## src/design/edps_pkg.sv

```systemverilog
// Shared types and constants for the encoder drive PID step unit.
`timescale 1ns / 1ps
`default_nettype none

package edps_pkg;

    localparam int SUM_WIDTH_DEFAULT = 32;
    localparam int CFG_INDEX_WIDTH   = 3;
    localparam int CFG_DATA_WIDTH    = 16;

    localparam logic [14:0]        TARGET_RESET  = 15'd0;
    localparam logic [7:0]         GAIN_RESET    = 8'd0;
    localparam logic signed [1:0]  HEADING_RESET = 2'sd1;
    localparam logic [15:0]        TIMEOUT_RESET = 16'd0;
    localparam logic [6:0]         LIMIT_RESET   = 7'd90;

    typedef enum logic [CFG_INDEX_WIDTH-1:0] {
        CFG_TARGET  = 3'd0,
        CFG_GAIN_P  = 3'd1,
        CFG_GAIN_I  = 3'd2,
        CFG_GAIN_D  = 3'd3,
        CFG_HEADING = 3'd4,
        CFG_TIMEOUT = 3'd5,
        CFG_LIMIT   = 3'd6
    } t_cfg_index;

    typedef enum logic {
        CMD_SAMPLE  = 1'b0,
        CMD_RESTART = 1'b1
    } t_command;

    typedef struct packed {
        logic               command;
        logic signed [15:0] left_count;
        logic signed [15:0] right_count;
    } t_in_beat;

    typedef struct packed {
        logic signed [7:0]  drive_power;
        logic               running;
        logic signed [15:0] position_error;
    } t_out_beat;

    typedef struct packed {
        logic restart;
        logic running;
    } t_mid_ctrl;

    typedef struct packed {
        logic [7:0]        gain_p;
        logic [7:0]        gain_i;
        logic [7:0]        gain_d;
        logic signed [1:0] heading_sign;
        logic [6:0]        output_limit;
    } t_pwr_cfg;

endpackage

`default_nettype wire

```

## src/design/encoder_drive_pid_step_unit.sv

```systemverilog
// Top level of the encoder drive PID step unit: registers, handshake and stages.
`timescale 1ns / 1ps
`default_nettype none

// Discrete clamped PID step for a two-encoder drive. Each input beat is either a
// restart (clears error sum, last error and period count) or one sample of the two
// relative encoder counts; every beat gives exactly one result beat. Three register
// stages: input register, error/sum stage (holds the loop state), power stage
// (three gain products, clamp, direction). A beat passes through the stages in that order,
// each handing it on only when the next stage is free. One beat is accepted per
// cycle while the output is taken; each stage drains independently, so up to three
// beats are held while a result waits at the output before the input stalls.
// Configuration writes take effect on the next cycle; write only while idle.
module encoder_drive_pid_step_unit import edps_pkg::*; #(
    parameter int SUM_WIDTH = SUM_WIDTH_DEFAULT
) (
    input  wire logic                       i_clk,
    input  wire logic                       i_rst_n,
    input  wire logic                       i_cfg_we,
    input  wire logic [CFG_INDEX_WIDTH-1:0] i_cfg_index,
    input  wire logic [CFG_DATA_WIDTH-1:0]  i_cfg_data,
    input  wire logic                       i_in_valid,
    output logic                            o_in_ready,
    input  wire t_in_beat                   i_in_beat,
    output logic                            o_out_valid,
    input  wire logic                       i_out_ready,
    output t_out_beat                       o_out_beat
);

    logic [14:0]        r_target;
    logic [15:0]        r_timeout;
    t_pwr_cfg           r_pwr_cfg;

    logic               r_in_valid;
    t_in_beat           r_in_beat;
    logic               r_mid_valid;
    logic               r_out_valid;

    logic               w_out_free;
    logic               w_mid_free;
    logic               w_in_free;
    logic               w_mid_adv;
    logic               w_in_adv;

    t_mid_ctrl                   w_ctrl;
    logic signed [15:0]          w_err;
    logic signed [16:0]          w_diff;
    logic signed [SUM_WIDTH-1:0] w_sum;

    always_ff @(posedge i_clk) begin
        if (!i_rst_n) begin
            r_target               <= TARGET_RESET;
            r_timeout              <= TIMEOUT_RESET;
            r_pwr_cfg.gain_p       <= GAIN_RESET;
            r_pwr_cfg.gain_i       <= GAIN_RESET;
            r_pwr_cfg.gain_d       <= GAIN_RESET;
            r_pwr_cfg.heading_sign <= HEADING_RESET;
            r_pwr_cfg.output_limit <= LIMIT_RESET;
        end else if (i_cfg_we) begin
            unique case (i_cfg_index)
                CFG_TARGET:  r_target               <= i_cfg_data[14:0];
                CFG_GAIN_P:  r_pwr_cfg.gain_p       <= i_cfg_data[7:0];
                CFG_GAIN_I:  r_pwr_cfg.gain_i       <= i_cfg_data[7:0];
                CFG_GAIN_D:  r_pwr_cfg.gain_d       <= i_cfg_data[7:0];
                CFG_HEADING: r_pwr_cfg.heading_sign <= $signed(i_cfg_data[1:0]);
                CFG_TIMEOUT: r_timeout              <= i_cfg_data;
                CFG_LIMIT:   r_pwr_cfg.output_limit <= i_cfg_data[6:0];
                default: ;
            endcase
        end
    end

    assign w_out_free = !r_out_valid || i_out_ready;
    assign w_mid_free = !r_mid_valid || w_out_free;
    assign w_in_free  = !r_in_valid  || w_mid_free;
    assign w_mid_adv  = r_mid_valid && w_out_free;
    assign w_in_adv   = r_in_valid  && w_mid_free;

    always_ff @(posedge i_clk) begin
        if (!i_rst_n) begin
            r_in_valid  <= 1'b0;
            r_mid_valid <= 1'b0;
            r_out_valid <= 1'b0;
        end else begin
            if (w_in_free)  r_in_valid  <= i_in_valid;
            if (w_mid_free) r_mid_valid <= r_in_valid;
            if (w_out_free) r_out_valid <= r_mid_valid;
        end
    end

    always_ff @(posedge i_clk) begin
        if (i_in_valid && w_in_free) begin
            r_in_beat <= i_in_beat;
        end
    end

    edps_err_stage #(
        .SUM_WIDTH (SUM_WIDTH)
    ) u_err_stage (
        .i_clk     (i_clk),
        .i_rst_n   (i_rst_n),
        .i_adv     (w_in_adv),
        .i_beat    (r_in_beat),
        .i_target  (r_target),
        .i_timeout (r_timeout),
        .o_ctrl    (w_ctrl),
        .o_err     (w_err),
        .o_diff    (w_diff),
        .o_sum     (w_sum)
    );

    edps_pwr_stage #(
        .SUM_WIDTH (SUM_WIDTH)
    ) u_pwr_stage (
        .i_clk  (i_clk),
        .i_adv  (w_mid_adv),
        .i_cfg  (r_pwr_cfg),
        .i_ctrl (w_ctrl),
        .i_err  (w_err),
        .i_diff (w_diff),
        .i_sum  (w_sum),
        .o_beat (o_out_beat)
    );

    assign o_in_ready  = w_in_free;
    assign o_out_valid = r_out_valid;

endmodule

`default_nettype wire

```

## src/design/edps_err_stage.sv

```systemverilog
// Position, error, difference and saturating sum stage with the loop state.
`timescale 1ns / 1ps
`default_nettype none

module edps_err_stage import edps_pkg::*; #(
    parameter int SUM_WIDTH = SUM_WIDTH_DEFAULT
) (
    input  wire logic                        i_clk,
    input  wire logic                        i_rst_n,
    input  wire logic                        i_adv,
    input  wire t_in_beat                    i_beat,
    input  wire logic [14:0]                 i_target,
    input  wire logic [15:0]                 i_timeout,
    output t_mid_ctrl                        o_ctrl,
    output logic signed [15:0]               o_err,
    output logic signed [16:0]               o_diff,
    output logic signed [SUM_WIDTH-1:0]      o_sum
);

    logic signed [15:0]          r_prev_err;
    logic signed [SUM_WIDTH-1:0] r_acc;
    logic [15:0]                 r_count;

    t_mid_ctrl                   r_ctrl;
    logic signed [15:0]          r_err;
    logic signed [16:0]          r_diff;
    logic signed [SUM_WIDTH-1:0] r_sum;

    logic [15:0]                 w_mag_l;
    logic [15:0]                 w_mag_r;
    logic [16:0]                 w_pos_sum;
    logic [15:0]                 w_pos;
    logic signed [16:0]          w_err_wide;
    logic signed [15:0]          w_err;
    logic signed [16:0]          w_diff;
    logic signed [SUM_WIDTH:0]   w_sum_ext;
    logic signed [SUM_WIDTH-1:0] w_sum;
    logic                        w_restart;
    logic                        w_running;

    assign w_restart = (i_beat.command == CMD_RESTART);

    assign w_mag_l = i_beat.left_count[15]  ? $unsigned(-i_beat.left_count)
                                            : $unsigned(i_beat.left_count);
    assign w_mag_r = i_beat.right_count[15] ? $unsigned(-i_beat.right_count)
                                            : $unsigned(i_beat.right_count);
    assign w_pos_sum  = {1'b0, w_mag_l} + {1'b0, w_mag_r};
    assign w_pos      = w_pos_sum[16:1];
    assign w_err_wide = $signed({2'b00, i_target}) - $signed({1'b0, w_pos});
    assign w_err      = w_err_wide[15:0];
    assign w_diff     = $signed({w_err[15], w_err}) - $signed({r_prev_err[15], r_prev_err});

    assign w_sum_ext = $signed({r_acc[SUM_WIDTH-1], r_acc})
                     + $signed({{(SUM_WIDTH+1-16){w_err[15]}}, w_err});

    always_comb begin
        if (w_sum_ext[SUM_WIDTH] != w_sum_ext[SUM_WIDTH-1]) begin
            w_sum = w_sum_ext[SUM_WIDTH]
                  ? $signed({1'b1, {(SUM_WIDTH-1){1'b0}}})
                  : $signed({1'b0, {(SUM_WIDTH-1){1'b1}}});
        end else begin
            w_sum = w_sum_ext[SUM_WIDTH-1:0];
        end
    end

    assign w_running = (r_count < i_timeout);

    always_ff @(posedge i_clk) begin
        if (!i_rst_n) begin
            r_prev_err <= '0;
            r_acc      <= '0;
            r_count    <= '0;
            r_ctrl     <= '0;
        end else if (i_adv) begin
            if (w_restart) begin
                r_prev_err <= '0;
                r_acc      <= '0;
                r_count    <= '0;
                r_ctrl.running <= (i_timeout != 16'd0);
            end else begin
                if (w_running) begin
                    r_prev_err <= w_err;
                    r_acc      <= w_sum;
                    r_count    <= r_count + 16'd1;
                end
                r_ctrl.running <= w_running;
            end
            r_ctrl.restart <= w_restart;
        end
    end

    always_ff @(posedge i_clk) begin
        if (i_adv) begin
            r_err  <= w_err;
            r_diff <= w_diff;
            r_sum  <= w_sum;
        end
    end

    assign o_ctrl = r_ctrl;
    assign o_err  = r_err;
    assign o_diff = r_diff;
    assign o_sum  = r_sum;

endmodule

`default_nettype wire

```

## src/design/edps_pwr_stage.sv

```systemverilog
// Gain products, clamp and direction stage with the result register.
`timescale 1ns / 1ps
`default_nettype none

module edps_pwr_stage import edps_pkg::*; #(
    parameter int SUM_WIDTH = SUM_WIDTH_DEFAULT
) (
    input  wire logic                        i_clk,
    input  wire logic                        i_adv,
    input  wire t_pwr_cfg                    i_cfg,
    input  wire t_mid_ctrl                   i_ctrl,
    input  wire logic signed [15:0]          i_err,
    input  wire logic signed [16:0]          i_diff,
    input  wire logic signed [SUM_WIDTH-1:0] i_sum,
    output t_out_beat                        o_beat
);

    localparam int PW = SUM_WIDTH + 10;

    t_out_beat            r_beat;

    logic signed [PW-1:0] w_prod_p;
    logic signed [PW-1:0] w_prod_i;
    logic signed [PW-1:0] w_prod_d;
    logic signed [PW-1:0] w_power;
    logic signed [PW-1:0] w_lim;
    logic signed [PW-1:0] w_neg_lim;
    logic signed [7:0]    w_clamped;
    logic signed [7:0]    w_drive;
    t_out_beat            n_beat;

    assign w_prod_p = $signed({{(PW-8){1'b0}}, i_cfg.gain_p})
                    * $signed({{(PW-16){i_err[15]}}, i_err});
    assign w_prod_i = $signed({{(PW-8){1'b0}}, i_cfg.gain_i})
                    * $signed({{(PW-SUM_WIDTH){i_sum[SUM_WIDTH-1]}}, i_sum});
    assign w_prod_d = $signed({{(PW-8){1'b0}}, i_cfg.gain_d})
                    * $signed({{(PW-17){i_diff[16]}}, i_diff});
    assign w_power  = w_prod_p + w_prod_i + w_prod_d;

    assign w_lim     = $signed({{(PW-7){1'b0}}, i_cfg.output_limit});
    assign w_neg_lim = -w_lim;

    always_comb begin
        if (w_power > w_lim) begin
            w_clamped = w_lim[7:0];
        end else if (w_power < w_neg_lim) begin
            w_clamped = w_neg_lim[7:0];
        end else begin
            w_clamped = w_power[7:0];
        end

        if (i_cfg.heading_sign == 2'sd0) begin
            w_drive = 8'sd0;
        end else if (i_cfg.heading_sign[1]) begin
            w_drive = -w_clamped;
        end else begin
            w_drive = w_clamped;
        end
    end

    always_comb begin
        n_beat.running = i_ctrl.running;
        if (i_ctrl.restart) begin
            n_beat.drive_power    = 8'sd0;
            n_beat.position_error = 16'sd0;
        end else begin
            n_beat.drive_power    = i_ctrl.running ? w_drive : 8'sd0;
            n_beat.position_error = i_err;
        end
    end

    always_ff @(posedge i_clk) begin
        if (i_adv) begin
            r_beat <= n_beat;
        end
    end

    assign o_beat = r_beat;

endmodule

`default_nettype wire

```

## config.mk

```make
export PLATFORM = sky130hd
export DESIGN_NAME = encoder_drive_pid_step_unit
export DESIGN_NICKNAME = d
export VERILOG_FILES = /design/src/design/edps_pkg.sv /design/src/design/encoder_drive_pid_step_unit.sv /design/src/design/edps_err_stage.sv /design/src/design/edps_pwr_stage.sv
export SDC_FILE = /design/constraint.sdc
export NUM_CORES = 2
export LEC_CHECK = 0
export ABC_AREA = 1
export BUFFER_PORTS_ARGS = -buffer_cell sky130_fd_sc_hd__buf_2
export CORE_MARGIN = 4
export CORE_UTILIZATION = 35
export CTS_CLUSTER_DIAMETER = 200
export DETAILED_ROUTE_END_ITERATION = 7
export PLACE_DENSITY_LB_ADDON = 0.2
export SLEW_MARGIN = 20
export SYNTH_ARGS = -nofsm -noshare
export SYNTH_HDL_FRONTEND = slang
export SYNTH_HIERARCHICAL = 1
export SYNTH_SLANG_ARGS = --single-unit
```

## constraint.sdc

```tcl
create_clock -name i_clk -period 20.9 [get_ports i_clk]
set_input_delay 2.09 -clock i_clk [delete_from_list [all_inputs] [get_ports i_clk]]
set_output_delay 2.09 -clock i_clk [all_outputs]
set_load 0.02 [all_outputs]
```

==> out/qor.csv <==
stage,metric,value,unit
outcome,outcome,completed,
place,Routability Congestion,0.896,
die,die area,118000,sq um
worst_hold_path,WHS Path Cells,2,
yosys,register area share after synthesis,16.1,%
die,row cnt,122,
place,number of port buffers,83,
yosys,ys flop type,dfxtp_1,
sta,Slew headroom,32.0,%
cts,worst-skew pair later-pin latency,0.60,ns
cts,clock transition at the registers of the reported paths,0.06,ns
yosys,Syn Nets,6197,
sta,final setup TNS,0,ns
global_route,largest net degree at the start of global routing,68,
setup_path,CP startpoint kind,flop,
global_route,met1 Usage GRT,26.9,%
setup_path,worst flop-to-flop path startpoint,r_pwr_cfg[9],
die,Core ar.,111000,sq um
cts,Post-CTS Setup Inserts,0,
pwr,PD cells,114,nW/um^2
cts,clk root buf,clkbuf_16,
yosys,Synth Warn #,6,
global_route,global-route wire length before repair,185,mm
detailed_routing,total wire length,117,mm
cts,Clock Tree Buf Depth,3,
setup_path,Crit Path Category,reg2reg,
detailed_routing,drt pass-1 iters,6,
cts,htree depth,1,
cells_and_area,most frequent cells in the layout,"nand2_1, inv_1, fa_1, nor2_1, ha_1",
detailed_routing,via count,31200,
worst_hold_path,Hold Crit Class,reg2reg,
cells_and_area,Synth-to-Final Area Change,7.14,%
setup_path,FF-to-FF path depth,42,
setup_path,Critical Path Fanout Max,18,
yosys,average size of a mapped cell,7.51,sq um
detailed_routing,antenna-violating nets left,0,
yosys,Mapped Cells,5247,
detailed_routing,DRT iter0 DRCs,1447,
pwr,Pwr Total,0.00481,W
yosys,"Cell Area, Synth",39400,sq um
sta,f_max,0.101,GHz
sta,crit share post-route,47.6,%
setup_path,Worst path slowest cell,dfxtp_1,
sta,fin crit period,9.94,ns
cells_and_area,fin nets,6162,
global_route,GRT Util Overall,20.1,%
yosys,Post-synth ARST share,0,%
setup_path,Critical Path RT,21.24,ns
die,Initial Utilization,35.4,%
yosys,Yosys cell types,52,
cts,CTS tree,done,
die,die span in x,344,microns
global_route,met2 layer usage reported by global route,35.7,%
flow_run,maxcap violations,0,
sta,RSZ-0062 raised after global routing,no,
pwr,Lkg Pwr,23.4,nW
worst_hold_path,min-delay src,u_err_stage/r_prev_err[14],
cts,Post-CTS Hold Buffers,0,
cts,Clock Sink Count,256,
global_route,final global-route overflow total,0,
sta,Final Max Slew Viols,0,
cells_and_area,share of layout cells above drive strength 1,5.27,%
pwr,peak supply drop,68.6,uV
die,I/O pins,84,
global_route,vias in the first global route,32500,
global_route,met3 usage,1.83,%
detailed_routing,drt drc,0,
sta,setup violators final,0,
setup_path,crit path capture type,flop,
place,Detail Placement HPWL,99.0,mm
global_route,"Most Used Layer, Global Route",met2,
cells_and_area,Antenna diodes,0,
detailed_routing,WL per Instance,17.3,microns
setup_path,"Top cell by count, worst path",nand2_1,
yosys,number of synthesized flops with an enable pin,123,
sta,clock skew,0.0154,ns
cts,# resized after CTS,0,
die,Die Ht,344,microns
cts,TritonCTS Buffers,30,
setup_path,max incr delay on CP,0.75,ns
cells_and_area,"commonest non-fill, non-tap cell in the layout",nand2_1,
global_route,antenna violations before repair,1,
setup_path,CP startpoint,r_pwr_cfg[9],
setup_path,Critical Path AT,10.29,ns
yosys,Yosys reg bits,256,
sta,Worst Tran Pin Value,1.01,ns
detailed_routing,via/cell ratio,4.65,
sta,Final Hold Fails,0,
-- power breakdown --
group          internal, W  switching, W  total [W]  leakage [nW]
Clock             0.000348      0.000228   0.000576         0.524
Combinational      0.00111       0.00225    0.00336          20.7
Sequential        0.000664      0.000209   0.000873          2.24
Total              0.00212       0.00269    0.00481          23.4
-- registers in the layout, indices dropped and copies added, names as in the netlist --
signal	count
r_in_valid	1
u_err_stage/o_sum	32
u_pwr_stage/o_beat	25
r_mid_valid	1
r_timeout	16
r_pwr_cfg	33
u_err_stage/r_acc	32
u_err_stage/o_diff	17
r_target	15
o_out_valid	1
r_in_beat	33
u_err_stage/o_err	16
u_err_stage/r_count	16
u_err_stage/r_prev_err	16
u_err_stage/o_ctrl	2
-- path summary, 6_finish.rpt --
kind / to / slack [ns]
max: u_pwr_stage/o_beat[23] / 10.96
min: u_err_stage/r_prev_err[14] / 0.46
max reg2reg: u_pwr_stage/o_beat[23] / 10.96
min reg2reg: u_err_stage/r_prev_err[14] / 0.46
-- final cells by class --
| type | count | area [sq um] |
|---|---|---|
| Sequential cell | 256 | 6360 |
| Timing Repair Buffer | 105 | 581 |
| Multi-Input combinational cell | 3479 | 27300 |
| Clock inverter | 19 | 284 |
| Clock buffer | 37 | 797 |
| Fill cell | 11900 | 69100 |
| Tap cell | 1488 | 1860 |
| Inverter | 1340 | 5030 |
-- cell families after synthesis --
logic type	count (synthesis)	synth area share (%)
adders and majority gates	893	39.6
AOI/OAI and AO/OA	315	4.39
and+or+nand+nor	2155	22.6
DFF	256	16.1
xor gates and xnor gates	116	2.58
buffers and inverters	1512	14.7
-- layer usage --
layer  vias to the layer above  wire length [microns]  part of all wire, %
li1                      15400                      -                    -
met1                     15200                  53100                   46
met2                       560                  56800                   49
met3                        94                   4530                  3.9
met4                         0                   2130                  1.8
met5                         -                      0                    0
-- through the flow --
step	hold slack (ns)	utilization [%]	instances	cell area, sq um	setup WS, ns
floorplan	0.430	-	5247	39400	12.39
global placement	0.448	37.0	6668	41100	11.02
detailed placement	0.453	37.0	6668	41100	10.89
CTS	0.462	37.9	6724	42200	10.86
global route	0.475	37.9	6724	42200	10.12
finish	0.462	37.9	6724	42200	10.96
-- Yosys cell counts (all sizes together), types with 36 or more instances --
library cell  count  share of area, %
xnor2            38              0.84
ha              301               9.6
nor2            353               3.5
o21ai            60              0.83
nand2          1511                15
nand3           178               2.4
fa              592                30
inv            1338                13
nand4            45              0.75
clkbuf          136               1.4
xor2             78               1.7
edfxtp          123               9.4
buf              36              0.57
dfxtp           133               6.8
a21oi           210               2.7
-- worst max-delay path: cells and delay by family (launching register included) --
family	cells	cell delay (ns)
buffers and inverters	6	1.14
DFF	1	0.75
AOI/OAI and AO/OA	1	0.20
adders and majority gates	10	4.52
and+or+nand+nor	25	3.06
Power figures use the tool's default switching activity.
